File: config.mk
export PLATFORM = sky130hd
export DESIGN_NAME = api_tx_frame_builder_unit
export DESIGN_NICKNAME = d
export VERILOG_FILES = /design/src/hdl/atfb_pkg.sv /design/src/hdl/api_tx_frame_builder_unit.sv
export SDC_FILE = /design/constraint.sdc
export NUM_CORES = 1
export LEC_CHECK = 0
export CAP_MARGIN = 20
export CORE_ASPECT_RATIO = 1.75
export CORE_MARGIN = 2
export CORE_UTILIZATION = 61
export CTS_CLUSTER_DIAMETER = 60
export DETAILED_ROUTE_END_ITERATION = 12
export DONT_BUFFER_PORTS = 1
export PLACE_DENSITY = 0.81
export SYNTH_ARGS = -nofsm -noshare
export SYNTH_HDL_FRONTEND = slang
export SYNTH_SLANG_ARGS = --single-unit
File: constraint.sdc
create_clock -name clk_i -period 4.6 [get_ports clk_i]
set_input_delay 0 -clock clk_i [delete_from_list [all_inputs] [get_ports clk_i]]
set_output_delay 0 -clock clk_i [all_outputs]
set_load 0.05 [all_outputs]
File: src/hdl/atfb_pkg.sv
`default_nettype none

package atfb_pkg;

  // frame constants
  localparam logic [7:0] START_MARK  = 8'h7E;
  localparam logic [7:0] LEN_HIGH    = 8'h00;
  localparam logic [7:0] API_ID      = 8'h01;
  localparam logic [7:0] TX_SEQ_ID   = 8'h01;
  localparam logic [7:0] TX_OPTIONS  = 8'h00;
  localparam logic [7:0] PAIR_HEADER = 8'h02;
  localparam logic [7:0] STAT_HEADER = 8'h04;
  localparam logic [7:0] PAIR_LEN    = 8'h06;
  localparam logic [7:0] STAT_LEN    = 8'h08;
  localparam logic [7:0] SUM_BASE    = 8'hFF;

  // frame kinds
  localparam logic OP_PAIR_ACK = 1'b0;
  localparam logic OP_STATUS   = 1'b1;

  // request and byte index sizes
  localparam int unsigned MaxFrame  = 12;
  localparam int unsigned IdxW      = $clog2(MaxFrame);
  localparam int unsigned ReqDataW  = 32;

  // byte positions in the frame
  localparam logic [IdxW-1:0] IDX_START    = IdxW'(0);
  localparam logic [IdxW-1:0] IDX_LEN_HI   = IdxW'(1);
  localparam logic [IdxW-1:0] IDX_LEN_LO   = IdxW'(2);
  localparam logic [IdxW-1:0] IDX_API_ID   = IdxW'(3);
  localparam logic [IdxW-1:0] IDX_TX_SEQ   = IdxW'(4);
  localparam logic [IdxW-1:0] IDX_ADDR_HI  = IdxW'(5);
  localparam logic [IdxW-1:0] IDX_ADDR_LO  = IdxW'(6);
  localparam logic [IdxW-1:0] IDX_OPTIONS  = IdxW'(7);
  localparam logic [IdxW-1:0] IDX_HEADER   = IdxW'(8);
  localparam logic [IdxW-1:0] IDX_FUEL     = IdxW'(9);
  localparam logic [IdxW-1:0] IDX_CTRL     = IdxW'(10);
  localparam logic [IdxW-1:0] IDX_PAIR_SUM = IdxW'(9);
  localparam logic [IdxW-1:0] IDX_STAT_SUM = IdxW'(11);

  typedef enum logic [1:0] {
    ST_IDLE = 2'b01,
    ST_SEND = 2'b10
  } state_e;

endpackage

`default_nettype wire

File: src/hdl/api_tx_frame_builder_unit.sv
// api transmit-request frame builder, 16-bit destination address
//
// input channel (s_axis): one transaction is one request. tuser carries the
// frame kind (0 pairing acknowledge, 1 status report), tdata carries the
// destination address, fuel byte and control byte.
// output channel (m_axis): one transaction per frame byte, tlast on the
// checksum byte. a pairing acknowledge gives 10 bytes, a status report 12.
//
// latency: the start byte is offered the cycle after the request is taken.
// throughput: one byte per cycle while the receiver is ready; the byte
// counter and the single 8-bit checksum adder, fed one byte each cycle,
// set that rate. a new request can be taken in the same cycle as the
// checksum byte leaves, so back-to-back status frames run without an idle gap.
// when the receiver stalls, the current byte and all state hold; the block
// stays busy until the last byte is taken.
// reset puts the sequencer idle with no output offered and tready high.
`default_nettype none

module api_tx_frame_builder_unit
  import atfb_pkg::*;
(
  input  wire logic                clk_i,
  input  wire logic                rst_ni,
  input  wire logic                s_axis_tvalid_i,
  output      logic                s_axis_tready_o,
  // [15:0] dest_address, [23:16] fuel_status, [31:24] control_byte
  input  wire logic [ReqDataW-1:0] s_axis_tdata_i,
  // [0] operation
  input  wire logic                s_axis_tuser_i,
  output      logic                m_axis_tvalid_o,
  input  wire logic                m_axis_tready_i,
  // [7:0] frame_byte
  output      logic [7:0]          m_axis_tdata_o,
  output      logic                m_axis_tlast_o
);

  state_e          state_q, state_d;
  logic [IdxW-1:0] idx_q, idx_d;
  logic [7:0]      sum_q, sum_d;

  // request holding registers (payload, no reset)
  logic            op_q;
  logic [15:0]     addr_q;
  logic [7:0]      fuel_q;
  logic [7:0]      ctrl_q;

  logic            s_fire;
  logic            m_fire;
  logic [IdxW-1:0] last_idx;
  logic [7:0]      cur_byte;
  logic            in_sum;

  assign last_idx = (op_q == OP_STATUS) ? IDX_STAT_SUM : IDX_PAIR_SUM;

  // byte selection for the current position
  always_comb begin
    cur_byte = 8'h00;
    unique case (idx_q)
      IDX_START:    cur_byte = START_MARK;
      IDX_LEN_HI:   cur_byte = LEN_HIGH;
      IDX_LEN_LO:   cur_byte = (op_q == OP_STATUS) ? STAT_LEN : PAIR_LEN;
      IDX_API_ID:   cur_byte = API_ID;
      IDX_TX_SEQ:   cur_byte = TX_SEQ_ID;
      IDX_ADDR_HI:  cur_byte = addr_q[15:8];
      IDX_ADDR_LO:  cur_byte = addr_q[7:0];
      IDX_OPTIONS:  cur_byte = TX_OPTIONS;
      IDX_HEADER:   cur_byte = (op_q == OP_STATUS) ? STAT_HEADER : PAIR_HEADER;
      // position 9 is the fuel byte in a status frame, the checksum otherwise
      IDX_FUEL:     cur_byte = (op_q == OP_STATUS) ? fuel_q : (SUM_BASE - sum_q);
      IDX_CTRL:     cur_byte = ctrl_q;
      IDX_STAT_SUM: cur_byte = SUM_BASE - sum_q;
      default:      cur_byte = 8'h00;
    endcase
  end

  // checksum covers api id up to the last payload byte
  assign in_sum = (idx_q >= IDX_API_ID) && (idx_q < last_idx);

  assign m_axis_tvalid_o = (state_q == ST_SEND);
  assign m_axis_tdata_o  = cur_byte;
  assign m_axis_tlast_o  = (idx_q == last_idx);
  assign m_fire          = m_axis_tvalid_o && m_axis_tready_i;

  // free when idle, or when the checksum byte leaves this cycle
  assign s_axis_tready_o = (state_q == ST_IDLE) || (m_fire && m_axis_tlast_o);
  assign s_fire          = s_axis_tvalid_i && s_axis_tready_o;

  // sequencer: walks the byte index, the shared adder folds each byte in
  always_comb begin
    state_d = state_q;
    idx_d   = idx_q;
    sum_d   = sum_q;
    if (m_fire) begin
      if (m_axis_tlast_o) begin
        state_d = ST_IDLE;
      end else begin
        idx_d = idx_q + IdxW'(1);
        if (in_sum) begin
          sum_d = sum_q + cur_byte;
        end
      end
    end
    if (s_fire) begin
      state_d = ST_SEND;
      idx_d   = IDX_START;
      sum_d   = 8'h00;
    end
  end

  always_ff @(posedge clk_i or negedge rst_ni) begin
    if (!rst_ni) begin
      state_q <= ST_IDLE;
      idx_q   <= IDX_START;
      sum_q   <= 8'h00;
    end else begin
      state_q <= state_d;
      idx_q   <= idx_d;
      sum_q   <= sum_d;
    end
  end

  always_ff @(posedge clk_i) begin
    if (s_fire) begin
      op_q   <= s_axis_tuser_i;
      addr_q <= s_axis_tdata_i[15:0];
      fuel_q <= s_axis_tdata_i[23:16];
      ctrl_q <= s_axis_tdata_i[31:24];
    end
  end

  // a taken request starts a frame with the start mark next cycle
  assert property (@(posedge clk_i) disable iff (!rst_ni)
    s_fire |=> (m_axis_tvalid_o && (m_axis_tdata_o == START_MARK)))
    else $error("frame did not start after request");

  // busy mid-frame: no new request taken
  assert property (@(posedge clk_i) disable iff (!rst_ni)
    (m_axis_tvalid_o && !(m_fire && m_axis_tlast_o)) |-> !s_axis_tready_o)
    else $error("request taken while frame in flight");

  // after the last byte with no new request the output goes quiet
  assert property (@(posedge clk_i) disable iff (!rst_ni)
    (m_fire && m_axis_tlast_o && !s_fire) |=> !m_axis_tvalid_o)
    else $error("output kept running past frame end");

  // byte index never runs beyond the longest frame
  assert property (@(posedge clk_i) disable iff (!rst_ni)
    idx_q <= IDX_STAT_SUM)
    else $error("byte index out of range");

endmodule

`default_nettype wire
After elaboration in Yosys (flattened, before gate mapping). Index checks and enable logic that the tools add are counted. W data, S select, Z words.

Bits of input ports: 37. Register bits: 47. Output and inout bits: 11.

Magnitude comparators: 2. Equality and inequality tests: 13. Reductions and logical operators: 13. Add/subtract/negate cells: 3. Multiplexer cells: 15.

Operators with widths (number): $pmux W8 S9 (1); $mux W8 (5); $eq A4 B4 Y1 const B (4); $mux W4 (4); $eq A4 B3 Y1 const B (3); $add A8 B8 Y8 (1); $eq A4 B2 Y1 const B (2); $mux W2 (4); $sub A8 B8 Y8 const A (1); $reduce_bool A2 Y1 (3); $add A4 B1 Y4 const B (1); $eq A4 B4 Y1 (1); $ge A4 B2 Y1 const B (1); $logic_and A1 B1 Y1 (4); $logic_not A4 Y1 (1); $lt A4 B4 Y1 (1); $reduce_and A2 Y1 (2); $mux W3 (1); $reduce_and A3 Y1 (1); $eq A2 B1 Y1 const B (1); $eq A2 B2 Y1 const B (1); $ne A2 B1 Y1 const B (1); $reduce_or A2 Y1 (1); $logic_or A1 B1 Y1 (1).

Longest topological paths before layout. Gate-level depths: netlist (run 1).

Word-level depth: 8. Gate-level depth with buffers: 15. Depth with buffers taken out: 13.

Worst setup path before layout (run 1). No wires, ideal clock.

Path type: flip-flop to flip-flop. From: reg idx_q[0]. To: reg sum_q[7]. Data required time: 4.521 ns. Path slack: 0.837 ns. Data arrival time: 3.683 ns. Buffers on the path: 2. Library setup time: 0.079 ns. Cell stages (with the launch flop): 15. Path through: dfrtp_1 -> inv_1 -> ha_1 -> clkbuf_1 -> clkbuf_1 -> nand3_1 -> o221a_2 -> o221ai_1 -> ha_1 -> a21o_1 -> o21ai_0 -> a32oi_1 -> xor2_1 -> nand2_1 -> mux2i_1.

Word-level cells in the longest chain between the ends: 8.

RTL lines: from (decl) (RTL line api_tx_frame_builder_unit.sv:38) `logic [IdxW-1:0] idx_q, idx_d;`; from (signal assigned) (RTL line api_tx_frame_builder_unit.sv:117) `idx_q <= idx_d;`; $eq A4 B3 Y1 or $eq A4 B2 Y1 (tied branches) (RTL line api_tx_frame_builder_unit.sv:58) `unique case (idx_q)`; $reduce_or A2 Y1 (no source line); $pmux W8 S9 * (RTL line api_tx_frame_builder_unit.sv:58); net m_axis_tdata_o[1] (RTL line api_tx_frame_builder_unit.sv:33) `output logic [7:0] m_axis_tdata_o,`; $add A8 B8 Y8 * (RTL line api_tx_frame_builder_unit.sv:99) `sum_d = sum_q + cur_byte;`; $mux W8 * (RTL line api_tx_frame_builder_unit.sv:98) `if (in_sum) begin`; $mux W8 * (RTL line api_tx_frame_builder_unit.sv:94) `if (m_axis_tlast_o) begin`; $mux W8 * (RTL line api_tx_frame_builder_unit.sv:93) `if (m_fire) begin`; $mux W8 * (RTL line api_tx_frame_builder_unit.sv:103) `if (s_fire) begin`; to (signal assigned) (RTL line api_tx_frame_builder_unit.sv:118) `sum_q <= sum_d;`; to (decl) (RTL line api_tx_frame_builder_unit.sv:39) `logic [7:0] sum_q, sum_d;`.

Mark *: on every way through the listed nets, which the timed path passes. The rest lies on a longest branch. The select of a mux whose other input is x is not followed. A chain may end at the register's enable or synchronous reset.

Final worst setup path (run 1). Same ends and word-level chain as after synthesis.

==> flow_metrics.py, run 1 <==
metrics = {
    "synthesis": {
        "yosys_most_used_dff": "edfxtp_1",
        "synth_top_family_by_area": "compound AO/OA/AOI/OAI gates",
        "ys_seq_elements": 47,
        "synth_compound_area_share_pct": 19.9,
        "ys_top_cells_by_area": "edfxtp_1 (42%), dfrtp_1 (14%), ha_1 (6.3%)",
        "synth_common_cells": "edfxtp_1 (33), dfrtp_1 (13), a22o_1 (12), ha_1 (12), nand2_1 (12)",
        "yosys.area_share.simple_pct": 8.93,
        "synthAdderAreaFrac_pct": 7.19,
        "ys_types": 50,
        "synth_warnings": 0,
        "ys_seq_area_share_pct": 56.7,
        "synth_area_sq_um": 2370,
        "synth_edf_count": 33,
        "syn-num-nets": 232,
        "muxShareOfSynthArea_pct": 0.423,
        "syn_area_per_cell_sq_um": 13.0,
        "synthArstFlopShare_pct": 29.8,
        "synth_xor_area_share_pct": 2.96,
        "synth_top_area_cell": "edfxtp_1",
        "post-synth-top-count-cell": "edfxtp_1",
        "synth_top_area_share_pct": 41.9,
        "synthCells": 182,
    },
    "sta": {
        "hold_viol_final": 0,
        "setup_viol": 0,
        "timing.final.crit_share_pct": 83.9,
        "fmax_mhz": 259,
        "rsz0062_at_grt": "no",
        "hold_ws_ns": 0.163,
        "skew_ns": 0.00352,
        "relSlewSlack_pct": 21.9,
        "tightestPinTransition_ns": 1.17,
        "setup_tns_ns": 0,
        "finalCriticalPeriod_ns": 3.86,
        "fin_ws_ns": 0.740,
        "final_max_slew_viol_count": 0,
    },
    "cts": {
        "post_cts_buffers": 0,
        "clkTransAtPathRegs_ns": 0.09,
        "cts-root-buf": "clkbuf_8",
        "cts_buffers": 5,
        "cts_num_sinks": 47,
        "cts_max_path_buffers": 2,
        "htree_levels": 2,
        "clkLatencyLatePin_ns": 0.29,
        "cts_tree": "built",
        "cts_resized": 0,
    },
    "worst_setup_path": {
        "r2r-end": "sum_q[7]$_DFFE_PN0P_",
        "path_class": "reg -> reg",
        "cp_max_fo": 17,
        "start_kind": "flip-flop",
        "crit_required_ns": 4.78,
        "cp.arrival_ns": 4.04,
        "rrSetupSlack_ns": 0.74,
        "r2r-start": "idx_q[0]$_DFFE_PN0P_",
        "critPathLaunch": "idx_q[0]$_DFFE_PN0P_",
        "setup.worst_path.end_class": "flip-flop",
        "r2r_cells": 12,
    },
    "placed_design": {
        "port-buffer-count": 0,
        "dp_hpwl_um": 3380,
        "dp.cells": 226,
        "dpl_worst_slack_ns": 0.858,
        "place_congestion": 0.837,
    },
    "layout": {
        "areaGrowthSynthToFinish_pct": 22.3,
        "ff_latch_area_sq_um": 1340,
        "nets": 274,
        "multi_input_area_sq_um": 933,
        "final-instance-count-excl-fill": 273,
        "fill_cells": 226,
        "layout-drive-gt1-share_pct": 10.7,
    },
    "floorplanning": {
        "die_h_um": 86.4,
        "die-area_sq_um": 4410,
        "rows": 30,
        "core_sq_um": 3790,
        "die_x_um": 51.1,
        "initial_utilization_pct": 62.4,
        "ios": 48,
    },
    "pwr": {
        "leakage_uw": 0.00115,
        "total_power_uw": 814,
        "power_frac_clock_pct": 36.3,
        "peakVddDrop_mv": 0.302,
        "pwr-share-seq_pct": 55.8,
        "switching_share_pct": 20.8,
        "p_comb_share_pct": 7.9,
        "intPower_uw": 644,
        "switching_power_uw": 170,
        "p_per_area_nw_per_um2": 281,
    },
    "global_routing": {
        "antenna_found_initial": 1,
        "grt_max_degree": 40,
        "grt_pass1_vias": 1861,
        "grtUsageTotal_pct": 27.1,
        "grt_first_pass_wirelength_um": 8830,
        "grt.overflow.total": 0,
    },
    "route": {
        "wl_met3_um": 341,
        "drt-met1-wl_um": 1980,
        "ant_nets": 0,
        "drtPass1Iterations": 4,
        "highest_layer": "met4",
        "drt-total-wl_um": 5550,
        "wire_per_inst_um": 20.3,
        "viasPerCell": 6.33,
        "drc": 0,
        "wl_met2_um": 3050,
        "drt_iter0_drc": 65,
        "vias": 1727,
    },
    "outcome": {
        "status": "finished clean",
    },
    "job": {
        "cap_viol_max_count": 0,
    },
    "hold_path": {
        "hp-class": "in -> async",
    },
}
placed cells by master, fill, tap and decap left out, types with 3 or more instances in the layout:
cell type      Yosys  final
inv_1              7      7
dlygate4sd3_1      0     37
a22o_1            12     12
clkbuf_8           0      5
ha_1              12     12
nand3_1            4      4
xor2_1             6      6
o21ai_0            6      5
a211oi_1           3      3
dfrtp_1           13     13
o221ai_1           4      4
nor2_1             6      6
a32oi_1            4      4
edfxtp_1          33     33
a221oi_1           3      3
buf_4              1      6
nand2_1           12     12
a21oi_1            9      9
power groups by stage:
stage	registers (uW)	logic (uW)	clock network, uW
after floorplan	464	27.0	0
after global placement	464	34.0	0
after detailed placement	464	34.9	0
after CTS	454	61.8	295
after global routing	454	69.0	312
final	454	64.6	295
cell families after synthesis:
logic type / count (synthesis)
flip-flops: 47
XOR/XNOR: 8
AO/OA/AOI/OAI: 61
buffers and inverters: 17
multiplexers: 1
AND/OR/NAND/NOR: 35
adder cells (fa/ha/maj): 13
critical path, cell delays in order, from the launching register on:
cell and delay [ns]:
dfrtp_1 0.53, inv_1 0.12, ha_1 0.44, a211oi_1 0.37, a311o_1 0.20, o211ai_1 0.48
ha_1 0.58, o211a_1 0.15, o21ai_0 0.13, a32oi_1 0.28, xor2_1 0.22, nand2_1 0.09
mux2i_1 0.14
worst max path at each step:
stage,to,slack [ns],cells after the start
floorplan,sum_q[7]$_DFFE_PN0P_,0.84,14
detailed placement,sum_q[7]$_DFFE_PN0P_,0.86,11
CTS,sum_q[7]$_DFFE_PN0P_,0.85,12
global route,sum_q[7]$_DFFE_PN0P_,0.57,12
global placement,sum_q[6]$_DFFE_PN0P_,0.98,11
finish,sum_q[7]$_DFFE_PN0P_,0.74,12
layout make-up:
type                    instances  share of cell area (%)
diodes                          1                  0.0865
clock buffers                   5                    2.38
clock inverters                 2                    1.30
inverters                       8                    1.04
multi-input cells             118                    32.3
flip-flops and latches         47                    46.4
well taps                      48                    2.08
repair buffers                 44                    14.5
per-stage QoR:
step	instance area (sq um)	utilization, %
4_1_cts	2880	76.0
3_5_place_dp	2400	63.4
2_1_floorplan	2370	-
5_1_grt	2890	76.3
6_report	2890	76.3
3_3_place_gp	2400	63.4
repair_timing:
action                                 CTS  global route
hold buffers                            37             0
setup endpoints to repair                0             0
endpoints found under the hold margin   50             0
sequential cells by signal, indices dropped and copies added, names as in the netlist:
| signal | cells |
|---|---|
| idx_q | 4 |
| state_q | 2 |
| ctrl_q | 8 |
| sum_q | 8 |
| op_q | 1 |
| addr_q | 16 |
| fuel_q | 8 |
layer usage:
layer  global-route usage, %  vias to the layer above
met5                       0                        -
met4                    15.2                        0
met3                    6.38                       20
met2                    47.6                       91
met1                    29.0                      833
li1                        -                      783
(Power assumes the default switching activity.)
==> inputs of run 2 (changes only) <==
CORE_UTILIZATION = 56   (was 61)
PLACE_DENSITY = 0.78   (was 0.81)
clock period = 3.2 ns   (was 4.6 ns; I/O delays follow)
==> run 2 against run 1 <==
  * Clock skew increased by 0.0034 ns
  * Via count is 2.5% higher
  * Combinational power is 48% higher
  * Hold slack worse by 0.023 ns
  * Final area is 4.8% higher
  * Routed wire length up 0.22%
  * Flip-flop and latch count is the same
  * Fmax up 29%
  * Non-clock buffer count rose by 8
  * Critical endpoint is now sum_q[6]$_DFFE_PN0P_
==> flow_metrics.py, run 2 (synthesis results as in run 1) <==
metrics = {
    "worst_setup_path": {
        "path_class": "reg -> reg",
        "crit_required_ns": 3.40,
        "r2r_cells": 12,
        "crit_path_frequent_cell": "ha_2",
        "r2r-start": "idx_q[1]$_DFFE_PN0P_",
        "slowest_delay_ns": 0.43,
        "critPathBufInv": 1,
        "critPathLaunch": "idx_q[1]$_DFFE_PN0P_",
        "crit_slowest_cell": "dfrtp_1",
        "setup.worst_path.end_class": "flip-flop",
        "path_delay_family": "compound AO/OA/AOI/OAI gates",
        "rrSetupSlack_ns": 0.21,
        "crit_path_cell_trace": "inv_1, ha_2, nor2b_1, o21ai_4, o211ai_1, ha_2, fa_2, a21o_1, a21oi_2, o21ai_1, xor2_1, a22o_1",
        "r2r-end": "sum_q[6]$_DFFE_PN0P_",
        "start_kind": "flip-flop",
        "cp_max_fo": 12,
        "cp.arrival_ns": 3.19,
    },
    "sta": {
        "fmax_mhz": 334,
        "final_max_slew_viol_count": 0,
        "hold_viol_final": 0,
        "skew_ns": 0.00692,
        "hold_ws_ns": 0.140,
        "finalCriticalPeriod_ns": 2.99,
        "setup_tns_ns": 0,
        "tightestPinTransition_ns": 0.926,
        "rsz0062_at_grt": "no",
        "setup_viol": 0,
        "relSlewSlack_pct": 38.1,
        "timing.final.crit_share_pct": 93.4,
    },
    "global_routing": {
        "antenna_found_initial": 0,
        "grt_max_degree": 30,
        "grt_pass1_vias": 1899,
        "grt.overflow.total": 0,
        "grt_first_pass_wirelength_um": 8950,
        "grtUsageTotal_pct": 25.8,
    },
    "layout": {
        "areaGrowthSynthToFinish_pct": 28.1,
        "ff_latch_area_sq_um": 1340,
        "regMostFlops": "addr_q",
        "fill_cells": 297,
        "final_cell_mix": "dlygate4sd3_1 (37), edfxtp_1 (33), buf_4 (15)",
        "layout-drive-gt1-share_pct": 19.3,
        "largest_reg_flops": 16,
        "diodes": 0,
        "final_common_cell": "dlygate4sd3_1",
        "final-instance-count-excl-fill": 282,
        "multi_input_area_sq_um": 1000,
        "nets": 282,
    },
    "floorplanning": {
        "ios": 48,
        "die-area_sq_um": 4780,
        "die_x_um": 53.2,
        "die_h_um": 90.0,
        "initial_utilization_pct": 57.6,
        "rows": 31,
        "core_sq_um": 4110,
    },
    "placed_design": {
        "dp_hpwl_um": 3580,
        "port-buffer-count": 0,
        "place_congestion": 0.843,
        "dp.cells": 237,
    },
    "job": {
        "cap_viol_max_count": 0,
    },
    "cts": {
        "cts_tree": "built",
        "clkLatencyLatePin_ns": 0.30,
        "cts_num_sinks": 47,
        "cts_buffers": 5,
        "htree_levels": 2,
        "clkTransAtPathRegs_ns": 0.09,
        "cts_max_path_buffers": 2,
        "cts-root-buf": "clkbuf_8",
    },
    "pwr": {
        "leakage_uw": 0.00120,
        "p_per_area_nw_per_um2": 391,
        "peakVddDrop_mv": 0.440,
    },
    "route": {
        "ant_nets": 0,
        "drt-total-wl_um": 5560,
        "vias": 1770,
        "drtPass1Iterations": 4,
        "wire_per_inst_um": 19.7,
        "drc": 0,
        "drt_iter0_drc": 38,
        "viasPerCell": 6.28,
    },
    "hold_path": {
        "min_path_cells": 4,
        "hp-class": "in -> reg",
        "hold_end": "idx_q[1]$_DFFE_PN0P_",
        "min_from": "m_axis_tready_i",
    },
    "outcome": {
        "status": "finished clean",
    },
}
[run 2: through the flow]
step | total power (uW) | setup slack [ns] | util [%] | cell area (sq um)
3_5_place_dp | 721 | 0.140 | 61.8 | 2540
3_3_place_gp | 720 | 0.307 | 61.8 | 2540
5_1_grt | 1220 | 0.0191 | 73.7 | 3030
6_report | 1190 | 0.210 | 73.7 | 3030
2_1_floorplan | 708 | 0.0111 | - | 2430
4_1_cts | 1180 | 0.125 | 73.5 | 3020
[run 2: final cells by class]
type	instances	share of cell area (%)
timing repair buffer	52	15.9
multi-input combinational	118	33.1
sequential	47	44.3
inverter	8	0.991
clock inverter	2	1.24
tap	49	2.02
clock buffer	6	2.39
[run 2: routing by layer]
layer,vias to the layer above,track usage (%),wire length (um)
met2,76,46.9,3130
met4,0,12.0,229
met5,-,0,0
li1,800,-,-
met1,867,27.3,1950
met3,27,3.99,246
[run 2: where the power goes]
group / leakage (uW) / switching [uW] / internal, uW
Combinational: 0.000661 / 46.4 / 49.3
Sequential: 0.000484 / 0.891 / 652
Clock: 0.0000514 / 204 / 233
[run 2: tightest hold or removal path, cell delays in order]
cell     delay (ns)
nand3_1        0.14
nor2_4         0.07
a21oi_1        0.15
nor2_1         0.05
[run 2: how the worst max path moves through the flow]
| stage | end | slack [ns] | depth (start not counted) |
|---|---|---|---|
| floorplan | sum_q[6]$_DFFE_PN0P_ | 0.01 | 11 |
| global placement | sum_q[7]$_DFFE_PN0P_ | 0.31 | 12 |
| detailed placement | sum_q[7]$_DFFE_PN0P_ | 0.14 | 12 |
| CTS | sum_q[7]$_DFFE_PN0P_ | 0.12 | 12 |
| global route | sum_q[6]$_DFFE_PN0P_ | 0.02 | 12 |
| finish | sum_q[6]$_DFFE_PN0P_ | 0.21 | 12 |
[run 2: timing repair]
item / CTS / global route
setup buffers: 0 / 0
setup endpoints to repair: 0 / 1
resized for setup: 0 / 3
hold endpoints to repair: 50 / 0
hold buffers: 37 / 0
